### config.mk
export PLATFORM = sky130hd
export DESIGN_NAME = eased_value_animator
export DESIGN_NICKNAME = d
export VERILOG_FILES = /design/src/hw/rtl/eva_pkg.sv /design/src/hw/rtl/eased_value_animator.sv
export SDC_FILE = /design/constraint.sdc
export NUM_CORES = 1
export LEC_CHECK = 0
export BUFFER_PORTS_ARGS = -buffer_cell sky130_fd_sc_hd__buf_2
export CAP_MARGIN = 20
export CORE_MARGIN = 5
export CORE_UTILIZATION = 64
export CTS_BUF_LIST = sky130_fd_sc_hd__clkbuf_4 sky130_fd_sc_hd__clkbuf_8 sky130_fd_sc_hd__clkbuf_16
export CTS_CLUSTER_DIAMETER = 200
export DETAILED_ROUTE_END_ITERATION = 7
export PLACE_DENSITY_LB_ADDON = 0.08
export SLEW_MARGIN = 20
export SYNTH_ARGS = -nofsm -noshare
export SYNTH_HDL_FRONTEND = slang
export SYNTH_SLANG_ARGS = --single-unit
### constraint.sdc
create_clock -name i_clk -period 10.1 [get_ports i_clk]
set_input_delay 2.02 -clock i_clk [delete_from_list [all_inputs] [get_ports i_clk]]
set_output_delay 2.02 -clock i_clk [all_outputs]
set_load 0.02 [all_outputs]
### src/hw/rtl/eva_pkg.sv
// Package for the eased value animator: register indexes, easing codes,
// reset values and fixed-point constants. No dependencies.
`timescale 1ns / 1ps

package eva_pkg;

    // Default width of the start, end and output values.
    localparam int VALUE_WIDTH_DEF = 16;

    // Configuration port geometry: six registers, word addressed.
    localparam int CFG_ADDR_W = 5;
    localparam int CFG_DATA_W = 32;

    // Register indexes (paddr[4:2]).
    localparam logic [2:0] REG_START_VALUE  = 3'd0;
    localparam logic [2:0] REG_END_VALUE    = 3'd1;
    localparam logic [2:0] REG_DURATION_MS  = 3'd2;
    localparam logic [2:0] REG_EASING_MODE  = 3'd3;
    localparam logic [2:0] REG_AUTOREVERSE  = 3'd4;
    localparam logic [2:0] REG_REPEAT_TOTAL = 3'd5;

    // Easing curve codes.
    localparam logic [1:0] CURVE_LINEAR = 2'd0;
    localparam logic [1:0] CURVE_IN     = 2'd1;
    localparam logic [1:0] CURVE_OUT    = 2'd2;
    localparam logic [1:0] CURVE_IN_OUT = 2'd3;

    // Register reset values that are not zero.
    localparam logic [15:0] DURATION_RESET = 16'd1000;
    localparam logic [7:0]  REPEAT_RESET   = 8'd1;

    // 16-bit fraction fixed point: one (Q1.16), and two as the out curve operand base.
    localparam logic [16:0] Q_ONE = 17'h10000;
    localparam logic [17:0] Q_TWO = 18'h20000;

    // Signed operand side B of the shared multiplier, non-negative values (18 bits plus sign).
    localparam int MUL_B_W = 19;

endpackage

### src/hw/rtl/eased_value_animator.sv
// Eased value animator: one fade channel with a serial divider and one
// shared multiplier under a small sequencer. Depends on eva_pkg.
`timescale 1ns / 1ps

// A tick item inside its pass goes through setup, the sixteen divider steps, then the
// easing, blend and output steps; a tick that reaches the end of its pass skips the
// divider, and an idle tick goes straight to the output step.
// The block takes no new item until the last one has been handed to the output register;
// the divider yields one quotient bit per cycle; a stalled result holds off the next item.
// Reset (i_rst_n low, synchronous) clears the animation and loads duration 1000, repeats 1.
module eased_value_animator #(
    parameter int VALUE_WIDTH = eva_pkg::VALUE_WIDTH_DEF
) (
    input  logic                          i_clk,
    input  logic                          i_rst_n,

    // Tick items in.
    input  logic                          i_in_valid,
    output logic                          o_in_stall,
    input  logic                          i_start_req,
    input  logic [15:0]                   i_delta_ms,

    // Result items out.
    output logic                          o_out_valid,
    input  logic                          i_out_stall,
    output logic signed [VALUE_WIDTH-1:0] o_value,
    output logic [16:0]                   o_eased_progress,
    output logic                          o_running,
    output logic                          o_done_res,

    // APB-style configuration port.
    input  logic                          psel,
    input  logic                          penable,
    input  logic                          pwrite,
    input  logic [eva_pkg::CFG_ADDR_W-1:0] paddr,
    input  logic [eva_pkg::CFG_DATA_W-1:0] pwdata,
    output logic [eva_pkg::CFG_DATA_W-1:0] prdata,
    output logic                          pready
);

    // The shared multiplier is signed on both sides. Side A carries either
    // the blend difference (one bit wider than a value) or a 17-bit easing
    // operand, so it is as wide as the difference or as side B, if that is wider.
    localparam int MUL_A_W = (VALUE_WIDTH + 1 > eva_pkg::MUL_B_W) ?
                             VALUE_WIDTH + 1 : eva_pkg::MUL_B_W;
    localparam int PROD_W  = MUL_A_W + eva_pkg::MUL_B_W;

    typedef enum logic [2:0] {
        S_IDLE,
        S_SETUP,
        S_DIV,
        S_EASE_MUL,
        S_EASE_FIX,
        S_BLEND_MUL,
        S_BLEND_FIX,
        S_FINISH
    } t_state;

    // ------------------------------------------------------------------
    // Configuration registers.
    // ------------------------------------------------------------------
    logic signed [VALUE_WIDTH-1:0] r_start_value;
    logic signed [VALUE_WIDTH-1:0] r_end_value;
    logic [15:0]                   r_duration_ms;
    logic [1:0]                    r_easing_mode;
    logic                          r_autoreverse;
    logic [7:0]                    r_repeat_total;

    logic       cfg_write;
    logic [2:0] cfg_index;

    assign pready    = 1'b1;
    assign cfg_index = paddr[4:2];
    assign cfg_write = psel && penable && pwrite && pready;

    always_ff @(posedge i_clk) begin
        if (!i_rst_n) begin
            r_start_value  <= '0;
            r_end_value    <= '0;
            r_duration_ms  <= eva_pkg::DURATION_RESET;
            r_easing_mode  <= eva_pkg::CURVE_LINEAR;
            r_autoreverse  <= 1'b0;
            r_repeat_total <= eva_pkg::REPEAT_RESET;
        end else if (cfg_write) begin
            // Addresses past the last register are ignored.
            unique case (cfg_index)
                eva_pkg::REG_START_VALUE:  r_start_value  <= pwdata[VALUE_WIDTH-1:0];
                eva_pkg::REG_END_VALUE:    r_end_value    <= pwdata[VALUE_WIDTH-1:0];
                eva_pkg::REG_DURATION_MS:  r_duration_ms  <= pwdata[15:0];
                eva_pkg::REG_EASING_MODE:  r_easing_mode  <= pwdata[1:0];
                eva_pkg::REG_AUTOREVERSE:  r_autoreverse  <= pwdata[0];
                eva_pkg::REG_REPEAT_TOTAL: r_repeat_total <= pwdata[7:0];
                default: ;
            endcase
        end
    end

    // Read data; the signed values are sign-extended to the bus width.
    always_comb begin
        unique case (cfg_index)
            eva_pkg::REG_START_VALUE:  prdata = eva_pkg::CFG_DATA_W'(r_start_value);
            eva_pkg::REG_END_VALUE:    prdata = eva_pkg::CFG_DATA_W'(r_end_value);
            eva_pkg::REG_DURATION_MS:  prdata = eva_pkg::CFG_DATA_W'(r_duration_ms);
            eva_pkg::REG_EASING_MODE:  prdata = eva_pkg::CFG_DATA_W'(r_easing_mode);
            eva_pkg::REG_AUTOREVERSE:  prdata = eva_pkg::CFG_DATA_W'(r_autoreverse);
            eva_pkg::REG_REPEAT_TOTAL: prdata = eva_pkg::CFG_DATA_W'(r_repeat_total);
            default:                   prdata = '0;
        endcase
    end

    // ------------------------------------------------------------------
    // Animation state and sequencer registers.
    // ------------------------------------------------------------------
    t_state                        r_state;
    logic [16:0]                   r_elapsed;   // elapsed time of the current pass
    logic [8:0]                    r_pass;      // passes completed
    logic                          r_rev;       // 1 on a reverse pass
    logic                          r_active;    // animation is running
    logic signed [VALUE_WIDTH-1:0] r_held;      // last value, held when idle

    logic                          r_reach;     // this tick ends the pass
    logic [15:0]                   r_rem;       // divider partial remainder
    logic [16:0]                   r_t;         // progress, Q1.16, built by the divider
    logic [3:0]                    r_cnt;       // divider step
    logic [16:0]                   r_eased;
    logic                          r_done;
    logic signed [VALUE_WIDTH-1:0] r_base;      // start point of this pass
    logic signed [VALUE_WIDTH:0]   r_diff;      // end point minus start point
    logic signed [PROD_W-1:0]      r_prod;

    // Output register.
    logic                          r_out_valid;
    logic signed [VALUE_WIDTH-1:0] r_out_value;
    logic [16:0]                   r_out_eased;
    logic                          r_out_running;
    logic                          r_out_done;

    // ------------------------------------------------------------------
    // Datapath helpers.
    // ------------------------------------------------------------------
    logic                          in_accept;
    logic                          active_now;
    logic [16:0]                   elapsed_sum;
    logic [15:0]                   dur_eff;
    logic                          reach_now;
    logic [16:0]                   rem_shift;
    logic                          rem_ge;
    logic                          t_low_half;
    logic [16:0]                   u_mirror;
    logic [16:0]                   eased_calc;
    logic signed [VALUE_WIDTH-1:0] blend_value;
    logic [8:0]                    n_pass;
    logic [7:0]                    reps_eff;
    logic [8:0]                    pass_total;
    logic                          out_free;
    logic signed [MUL_A_W-1:0]     mul_a;
    logic signed [eva_pkg::MUL_B_W-1:0] mul_b;

    assign in_accept  = i_in_valid && !o_in_stall;
    assign o_in_stall = (r_state != S_IDLE);
    assign out_free   = !r_out_valid || !i_out_stall;

    // A start request restarts from zero elapsed before the delta is added.
    assign active_now  = i_start_req || r_active;
    assign elapsed_sum = (i_start_req ? 17'd0 : r_elapsed) + 17'(i_delta_ms);

    // A zero duration behaves as one millisecond.
    assign dur_eff   = (r_duration_ms == 16'd0) ? 16'd1 : r_duration_ms;
    assign reach_now = (r_elapsed >= 17'(dur_eff));

    // Restoring division, one quotient bit per cycle. The remainder stays
    // below the divisor, so its doubled value fits in 17 bits.
    assign rem_shift = {r_rem, 1'b0};
    assign rem_ge    = (rem_shift >= 17'(dur_eff));

    assign t_low_half = (r_t < {2'b01, 15'd0});
    assign u_mirror   = eva_pkg::Q_ONE - r_t;

    // Shared multiplier operands, chosen by the sequencer step.
    always_comb begin
        mul_a = '0;
        mul_b = '0;
        unique case (r_state)
            S_EASE_MUL: begin
                unique case (r_easing_mode)
                    eva_pkg::CURVE_OUT: begin
                        mul_a = MUL_A_W'(r_t);
                        mul_b = eva_pkg::MUL_B_W'(eva_pkg::Q_TWO - 18'(r_t));
                    end
                    eva_pkg::CURVE_IN_OUT: begin
                        // Lower half squares t, upper half squares 1 - t.
                        mul_a = t_low_half ? MUL_A_W'(r_t) : MUL_A_W'(u_mirror);
                        mul_b = t_low_half ? eva_pkg::MUL_B_W'(r_t) :
                                             eva_pkg::MUL_B_W'(u_mirror);
                    end
                    eva_pkg::CURVE_IN, eva_pkg::CURVE_LINEAR: begin
                        mul_a = MUL_A_W'(r_t);
                        mul_b = eva_pkg::MUL_B_W'(r_t);
                    end
                    default: ;
                endcase
            end
            S_BLEND_MUL: begin
                mul_a = MUL_A_W'(r_diff);
                mul_b = eva_pkg::MUL_B_W'(r_eased);
            end
            default: ;
        endcase
    end

    always_ff @(posedge i_clk) begin
        r_prod <= mul_a * mul_b;
    end

    // Easing result from the registered product; the linear curve passes t through.
    always_comb begin
        unique case (r_easing_mode)
            eva_pkg::CURVE_LINEAR: eased_calc = r_t;
            eva_pkg::CURVE_IN,
            eva_pkg::CURVE_OUT:    eased_calc = r_prod[32:16];
            eva_pkg::CURVE_IN_OUT: eased_calc = t_low_half ? r_prod[31:15] :
                                                eva_pkg::Q_ONE - r_prod[31:15];
            default:               eased_calc = r_t;
        endcase
    end

    // The arithmetic shift of the product floors toward minus infinity, and
    // the sum wraps to the value width.
    assign blend_value = r_base + r_prod[VALUE_WIDTH+15:16];

    // Pass bookkeeping: zero repeats acts as one, autoreverse doubles it.
    assign n_pass     = r_pass + 9'd1;
    assign reps_eff   = (r_repeat_total == 8'd0) ? 8'd1 : r_repeat_total;
    assign pass_total = r_autoreverse ? {reps_eff, 1'b0} : {1'b0, reps_eff};

    // ------------------------------------------------------------------
    // Sequencer with animation state and output register.
    // ------------------------------------------------------------------
    always_ff @(posedge i_clk) begin
        if (!i_rst_n) begin
            r_state     <= S_IDLE;
            r_elapsed   <= '0;
            r_pass      <= '0;
            r_rev       <= 1'b0;
            r_active    <= 1'b0;
            r_held      <= '0;
            r_out_valid <= 1'b0;
        end else begin
            // In S_FINISH the output is refilled in the cycle the old item leaves.
            if (r_out_valid && !i_out_stall && r_state != S_FINISH) begin
                r_out_valid <= 1'b0;
            end
            unique case (r_state)
                S_IDLE: begin
                    if (in_accept) begin
                        r_done  <= 1'b0;
                        r_eased <= '0;
                        if (i_start_req) begin
                            r_pass   <= '0;
                            r_rev    <= 1'b0;
                            r_active <= 1'b1;
                        end
                        if (active_now) begin
                            r_elapsed <= elapsed_sum;
                            r_state   <= S_SETUP;
                        end else begin
                            // Idle tick: report the held value only.
                            r_state <= S_FINISH;
                        end
                    end
                end
                S_SETUP: begin
                    r_reach <= reach_now;
                    r_cnt   <= '0;
                    r_rem   <= reach_now ? 16'd0 : r_elapsed[15:0];
                    r_t     <= reach_now ? eva_pkg::Q_ONE : 17'd0;
                    r_base  <= r_rev ? r_end_value : r_start_value;
                    r_diff  <= r_rev ?
                               (VALUE_WIDTH+1)'(r_start_value) - (VALUE_WIDTH+1)'(r_end_value) :
                               (VALUE_WIDTH+1)'(r_end_value) - (VALUE_WIDTH+1)'(r_start_value);
                    r_state <= reach_now ? S_EASE_MUL : S_DIV;
                end
                S_DIV: begin
                    r_rem <= rem_ge ? 16'(rem_shift - 17'(dur_eff)) : rem_shift[15:0];
                    r_t   <= {r_t[15:0], rem_ge};
                    r_cnt <= r_cnt + 4'd1;
                    if (r_cnt == 4'd15) begin
                        r_state <= S_EASE_MUL;
                    end
                end
                S_EASE_MUL: begin
                    r_state <= S_EASE_FIX;
                end
                S_EASE_FIX: begin
                    r_eased <= eased_calc;
                    r_state <= S_BLEND_MUL;
                end
                S_BLEND_MUL: begin
                    r_state <= S_BLEND_FIX;
                end
                S_BLEND_FIX: begin
                    r_held <= blend_value;
                    if (r_reach) begin
                        r_pass <= n_pass;
                        if (n_pass >= pass_total) begin
                            r_active <= 1'b0;
                            r_done   <= 1'b1;
                        end else begin
                            // Overshoot is dropped; the next pass starts at zero.
                            r_elapsed <= '0;
                            if (r_autoreverse) begin
                                r_rev <= !r_rev;
                            end
                        end
                    end
                    r_state <= S_FINISH;
                end
                S_FINISH: begin
                    if (out_free) begin
                        r_out_valid   <= 1'b1;
                        r_out_value   <= r_held;
                        r_out_eased   <= r_eased;
                        r_out_running <= r_active;
                        r_out_done    <= r_done;
                        r_state       <= S_IDLE;
                    end
                end
                default: begin
                    r_state <= S_IDLE;
                end
            endcase
        end
    end

    assign o_out_valid      = r_out_valid;
    assign o_value          = r_out_value;
    assign o_eased_progress = r_out_eased;
    assign o_running        = r_out_running;
    assign o_done_res       = r_out_done;

    // ------------------------------------------------------------------
    // Assertions.
    // ------------------------------------------------------------------
    a_div_rem_below: assert property (@(posedge i_clk) disable iff (!i_rst_n)
        r_state == S_DIV |-> 17'(r_rem) < 17'(dur_eff))
        else $error("divider remainder not below the duration");

    a_div_length: assert property (@(posedge i_clk) disable iff (!i_rst_n)
        r_state == S_DIV && r_cnt == 4'd15 |=> r_state == S_EASE_MUL)
        else $error("divider did not finish after sixteen steps");

    a_done_stops: assert property (@(posedge i_clk) disable iff (!i_rst_n)
        o_out_valid && o_done_res |-> !o_running && o_eased_progress == eva_pkg::Q_ONE)
        else $error("done item does not end the animation at full progress");

    a_idle_zero: assert property (@(posedge i_clk) disable iff (!i_rst_n)
        o_out_valid && !o_running && !o_done_res |-> o_eased_progress == 17'd0)
        else $error("idle item carries progress");

    a_progress_range: assert property (@(posedge i_clk) disable iff (!i_rst_n)
        r_state == S_BLEND_MUL |-> r_eased <= eva_pkg::Q_ONE)
        else $error("eased progress above one");

endmodule

======== Yosys cells after proc, flatten, opt, wreduce, memory -nomap -nowiden ========
Index checks and enable logic that the tools add are counted.
storage, ports and cells
  register bits ........................... 264
  input bits .............................. 61
  logic and storage cells ................. 161
operators by class
  add/sub/neg operators ................... 10
  $mul .................................... 1
  order comparisons ....................... 4
  eq/ne operators ......................... 26
  multiplexer cells ....................... 55
  reductions and logical operators ........ 39
operator list
  kind                                                           number
  case mux 32 bit (6 select lines)                               1
  two-way mux 17 bit                                             10
  case mux 19 bit (2 select lines)                               3
  case mux 17 bit (2 select lines)                               3
  two-way mux 16 bit                                             4
  case mux 19 bit (3 select lines)                               1
  case mux 17 bit (3 select lines)                               1
  two-way mux 9 bit                                              4
  >= comparator 17 x 16 -> 1 bit                                 2
  subtractor 16 x 16 -> 17 bit                                   2
  subtractor 17 bit (first input constant)                       2
  multiplier 19 x 19 -> 33 bit                                   1
  case mux 16 bit (2 select lines)                               1
  case mux 3 bit (8 select lines)                                1
  subtractor 18 x 17 -> 19 bit (first input constant)            1
  equality test 3 bit (second input constant)                    6
  != test 2 bit (second input constant)                          9
  case mux 9 bit (2 select lines)                                1
  adder 17 x 16 -> 17 bit                                        1
  less-than comparator 17 x 16 -> 1 bit (second input constant)  1
  adder 16 bit                                                   1
  logical NOT 16 bit                                             1
  two-way mux 1 bit                                              16
  AND reduction 2 bit                                            8
  28 further kinds                                               54

======== Logic depth before layout (Yosys ltp) ========
  depth after elaboration ................. 7
  mapped depth ............................ 33

======== Least setup slack after synthesis ========
Ideal clock, no wire load.
  path type ............................... reg2reg
  start point ............................. register r_t[1]
  end point ............................... register r_prod[32]
  setup time .............................. 0.072 ns
  data arrival time ....................... 8.018 ns
  path slack .............................. 2.010 ns
  cell stages (with the launch flop) ...... 33
  clock period less this slack ............ 8.090 ns
  cells stage by stage .................... edfxtp_1 -> inv_1 -> ha_1 -> or4b_4 -> buf_6 -> nor2_1 -> nand2_1 -> or3_1 -> nand2_1 -> xor2_1 -> o21ai_1 -> nand2_1 -> fa_1 -> inv_1 -> fa_1 -> inv_1 -> fa_1 -> inv_1 -> fa_1 -> fa_1 -> inv_1 -> fa_1 -> inv_1 -> ha_1 -> o21a_1 -> o211a_1 -> a221oi_1 -> nand3b_1 -> o31ai_1 -> o21ai_0 -> a211o_1 -> a21oi_1 -> xnor2_1
on the way
  longest elaborated chain between the ends .. 5
  elaborated cells on any way between the ends .. 9
  classes of those cells .................. 2 x add/sub; 1 x mul; 1 x order compare; 5 x mux
RTL lines
  item                                                                                  RTL line                                                  RTL
  from (decl)                                                                           eased_value_animator.sv:123                               logic [16:0] r_t;
  from (signal assigned)                                                                eased_value_animator.sv:276                               r_t <= reach_now ? eva_pkg::Q_ONE : 17'd0;
  from (signal assigned)                                                                eased_value_animator.sv:285                               r_t <= {r_t[15:0], rem_ge};
  subtractor 17 bit or less-than comparator 17 x 16 -> 1 bit (tied branches)            eased_value_animator.sv:177, eased_value_animator.sv:176
  two-way mux 17 bit                                                                    eased_value_animator.sv:192, eased_value_animator.sv:193
  case mux 19 bit (3 select lines) or case mux 19 bit (2 select lines) (tied branches)  eased_value_animator.sv:185                               unique case (r_easing_mode)
  case mux 19 bit (2 select lines)                                                      eased_value_animator.sv:183                               unique case (r_state)
  multiplier 19 x 19 -> 33 bit (*)                                                      eased_value_animator.sv:212                               r_prod <= mul_a * mul_b;
  to (signal assigned)                                                                  eased_value_animator.sv:212
  to (decl)                                                                             eased_value_animator.sv:129                               logic signed [PROD_W-1:0] r_prod;
Every way passes the cells marked *; elsewhere a longest branch is shown, timed or not. The select of a mux whose other input is x is not followed.
A chain may end at the register's enable or synchronous reset.

======== Worst setup path after layout ========
  start point ............................. register r_t[3]
  end point ............................... register r_prod[32]
The elaborated chain is that of the path after synthesis.

==> Flow_metrics.wiki <==
{| class="wikitable"
! Metric !! Value
|-
| Worst max-slew margin expressed relative to the limit || 25.32%
|-
| Fin util || ~69%
|-
| CTS max path bufs || 3
|-
| Number of pins with negative max-slew slack in the final report || 0
|-
| Placed cells || 3670
|-
| Slack of the worst reg-to-reg path || 1200 ps
|-
| Detail Placement HPWL || 57940 um
|-
| Share of cells above drive strength 1 || 7.513%
|-
| Number of synthesized flops with an enable pin || ~120
|-
| Main combinational cell family by area after synthesis || adder cells
|-
| Post-placement cell area || 27810 um2
|-
| Via count of the first global-routing pass || 22475
|-
| Clock transition at the registers of the reported paths || 60 ps
|-
| Routed wire length || 74510 um
|-
| Maximum frequency from static timing analysis || roughly 110 MHz
|-
| Number of antenna violations at the first check in global routing || 1
|-
| Non-filler instance count after layout || 3720
|-
| Synth area leaders || fa_1 (23%), edfxtp_1 (14%), dfxtp_1 (9.3%)
|-
| Hold buffer count at CTS || 0
|-
| Category of the worst setup path launch point || flop
|-
| Cts repair resizes || 0
|-
| Global-route usage over all layers || 32.15%
|-
| Number of synthesis warnings || 0
|-
| Data required, critical path || 10590 ps
|-
| First-pass GRT wire length || between 100000 and 150000 um
|-
| Clock buffers created by TritonCTS || 27
|-
| Fin area || 28720 um2
|-
| Most used flip-flop cell after synthesis || dfxtp_1
|-
| Number of placed I/O pins || 131
|-
| Wire length per cell after detailed routing || 20.03 um
|-
| First DRT Iteration DRCs || between 1500 and 2000
|-
| Portion of the post-synthesis area used by sequential elements || 23.21%
|-
| Worst Tran Pin Value || approximately 1100 ps
|-
| CP startpoint || r_t[3]
|-
| Full die area || 46100 um2
|-
| Vias || 22140
|-
| Clock latency on the worst-skew pair || 560 ps
|-
| Number of standard-cell rows in the floorplan || 75
|-
| DRC violation count after routing || 0
|-
| Routability congestion estimate from global placement || 0.9326
|-
| Post-CTS setup repair buffer count || 0
|-
| Area growth from synthesis to final layout || 7.081%
|-
| Result of the run || complete, no violations
|-
| Share of the synthesized area in compound gates (AO/OA/AOI/OAI) || 12.65%
|-
| Area inside the core boundary || 41670 um2
|-
| Static leakage || 13.08 nW
|-
| Parity-gate share of the synthesized area counting xor and xnor cells || 3.881%
|-
| Most common cell type on the critical path || fa_1
|-
| Share of synthesized registers carrying an async set or reset || 0%
|-
| Diodes inserted || 0
|-
| Maximum fanout count along the critical path || 9
|-
| Share of synthesized cell area in and, or, nand and nor gates || ~16%
|-
| Post-placement worst setup slack || roughly 1300 ps
|-
| Source of the worst register-to-register timing path || r_t[3]
|-
| Flops & latches, synth || 249
|-
| Most frequent cells after synthesis || inv_1 (517), nand2_1 (372), fa_1 (308), nor2_1 (292), ha_1 (199)
|-
| Proportion of netlist area held by the largest area contributor || 22.99%
|-
| Cell taking the most area after synthesis || fa_1
|-
| Endpoint class of the critical path || flop
|-
| Gr ovfl total || 0
|-
| Worst clock skew on the final layout || 19.61 ps
|-
| Number of port buffers || ~110
|-
| Final hold violations || 0
|-
| CTS Sinks || around 250
|-
| Syn avg cell area || 8.608 um2
|-
| Vias per inst || 5.952
|-
| Clock Root Buffer || clkbuf_16
|-
| Height of the chip || between 200 and 250 um
|-
| Starting density of the core || 64.38%
|-
| Number of routed nets with antenna violations || 0
|-
| Post-Route Hold Slack || roughly 420 ps
|-
| Setup Viol. Count Final || 0
|-
| Worst Min Path Start || r_done
|-
| Number of H-tree levels || 1
|-
| Portion of netlist area occupied by mux cells || under 10%
|-
| TritonCTS clock tree || done
|-
| Max-cap violations || 0
|-
| Count of nets after finishing || 3728
|-
| Final Critical Period || 8903 ps
|-
| Tightest Hold Check Type || flop to flop
|-
| Maximum number of pins on one net before global-route repair || 69
|-
| Power per Cell Area || between 150 and 200 nW/um2
|-
| Critical Path Slowest Stage Cell || or4_1
|-
| Total power draw || 4.454 mW
|-
| Worst stage delay on the critical path || 650 ps
|-
| Number of distinct library cell variants in the gate-level netlist after synthesis || 78
|-
| Final worst-path cycle share || about 90%
|-
| Number of cells produced by synthesis || 3116
|-
| Crit path setup slack, layout || approximately 1200 ps
|-
| Critical path start-end classification || flop to flop
|-
| Maximum VDD drop || 176.7 uV
|-
| Arrival time worst endpoint || about 9400 ps
|-
| Adder-cell share of the synthesized area || 32.27%
|-
| Netlist area before placement || roughly 27000 um2
|-
| Number of iterations in the first detailed-routing pass || 6
|-
| Horizontal die dimension || 214.7 um
|-
| Most repeated cell in the gate-level netlist after synthesis || inv_1
|-
| Setup_tns || 0 ps
|-
| RSZ-0062 raised after global routing || false
|}
layout by cell type (no fill, tap or decap), drive strengths merged, types with 16 or more instances in the layout:
cell type  instances
xnor2             67
o21a              36
mux2i             44
nand2            372
buf              154
and2              47
o21ai            121
nor3              47
a21o              37
nor2b             38
nand3             54
inv              522
a22oi             23
a211oi            19
nor2             293
clkbuf            29
nand2b            24
a21oi            186
fa               308
a31oi             26
and3              26
dfxtp            125
xor2              51
edfxtp           124
ha               199
conb              16
power by group:
part	internal [mW]	total [mW]	switching (mW)
registers	1.27	1.50	0.225
clock network	0.580	1.02	0.443
logic	0.691	1.93	1.24
sequential cells by signal (all words and copies together), names as in the netlist, 2 cells and up:
register,cells
r_start_value,16
r_held,16
r_cnt,4
o_eased_progress,17
r_elapsed,17
r_diff,17
r_easing_mode,2
r_prod,18
r_state,3
o_value,16
r_end_value,16
r_t,17
r_duration_ms,16
r_rem,16
r_base,16
r_repeat_total,8
r_pass,9
r_eased,17
worst paths after layout:
path	to	cells after the start
setup / recovery	r_prod[32]	28
setup reg to reg	r_prod[32]	28
hold reg to reg	o_done_res	0
hold / removal	o_done_res	0
layer usage:
metal	GRT usage, %	share of wire, %	vias up
li1	-	-	10177
met1	41.53	39	10813
met2	54.28	48	939
met3	4.039	7.4	209
met4	15.22	5.5	2
met5	0	0.017	-
area by class of cell:
type                            instances  area, um2
Fill cell                            3332      12940
Multi-Input combinational cell       2210      18090
Timing Repair Buffer                  154      878.3
Sequential cell                       249       6226
Tap cell                              539      674.4
Inverter                              518       1944
Clock buffer                           29      690.7
Clock inverter                         21      217.7
worst max-delay path: cells and delay by family (launching register included):
family,cells,cell delay (ps)
fa+ha+maj,7,3390
compound gates,8,2370
simple gates,6,1560
buf+inv,5,400
xor+xnor,2,620
flops,1,510
cells by family (layout without fill, tap and decap cells):
family | Yosys count | in the layout
xor+xnor | 118 | 118
buf+inv | 671 | 722
flops | 249 | 249
simple gates | 978 | 978
compound gates | 543 | 543
mux | 48 | 48
other cells | 2 | 16
fa+ha+maj | 507 | 507
Power figures use the tool's default switching activity.
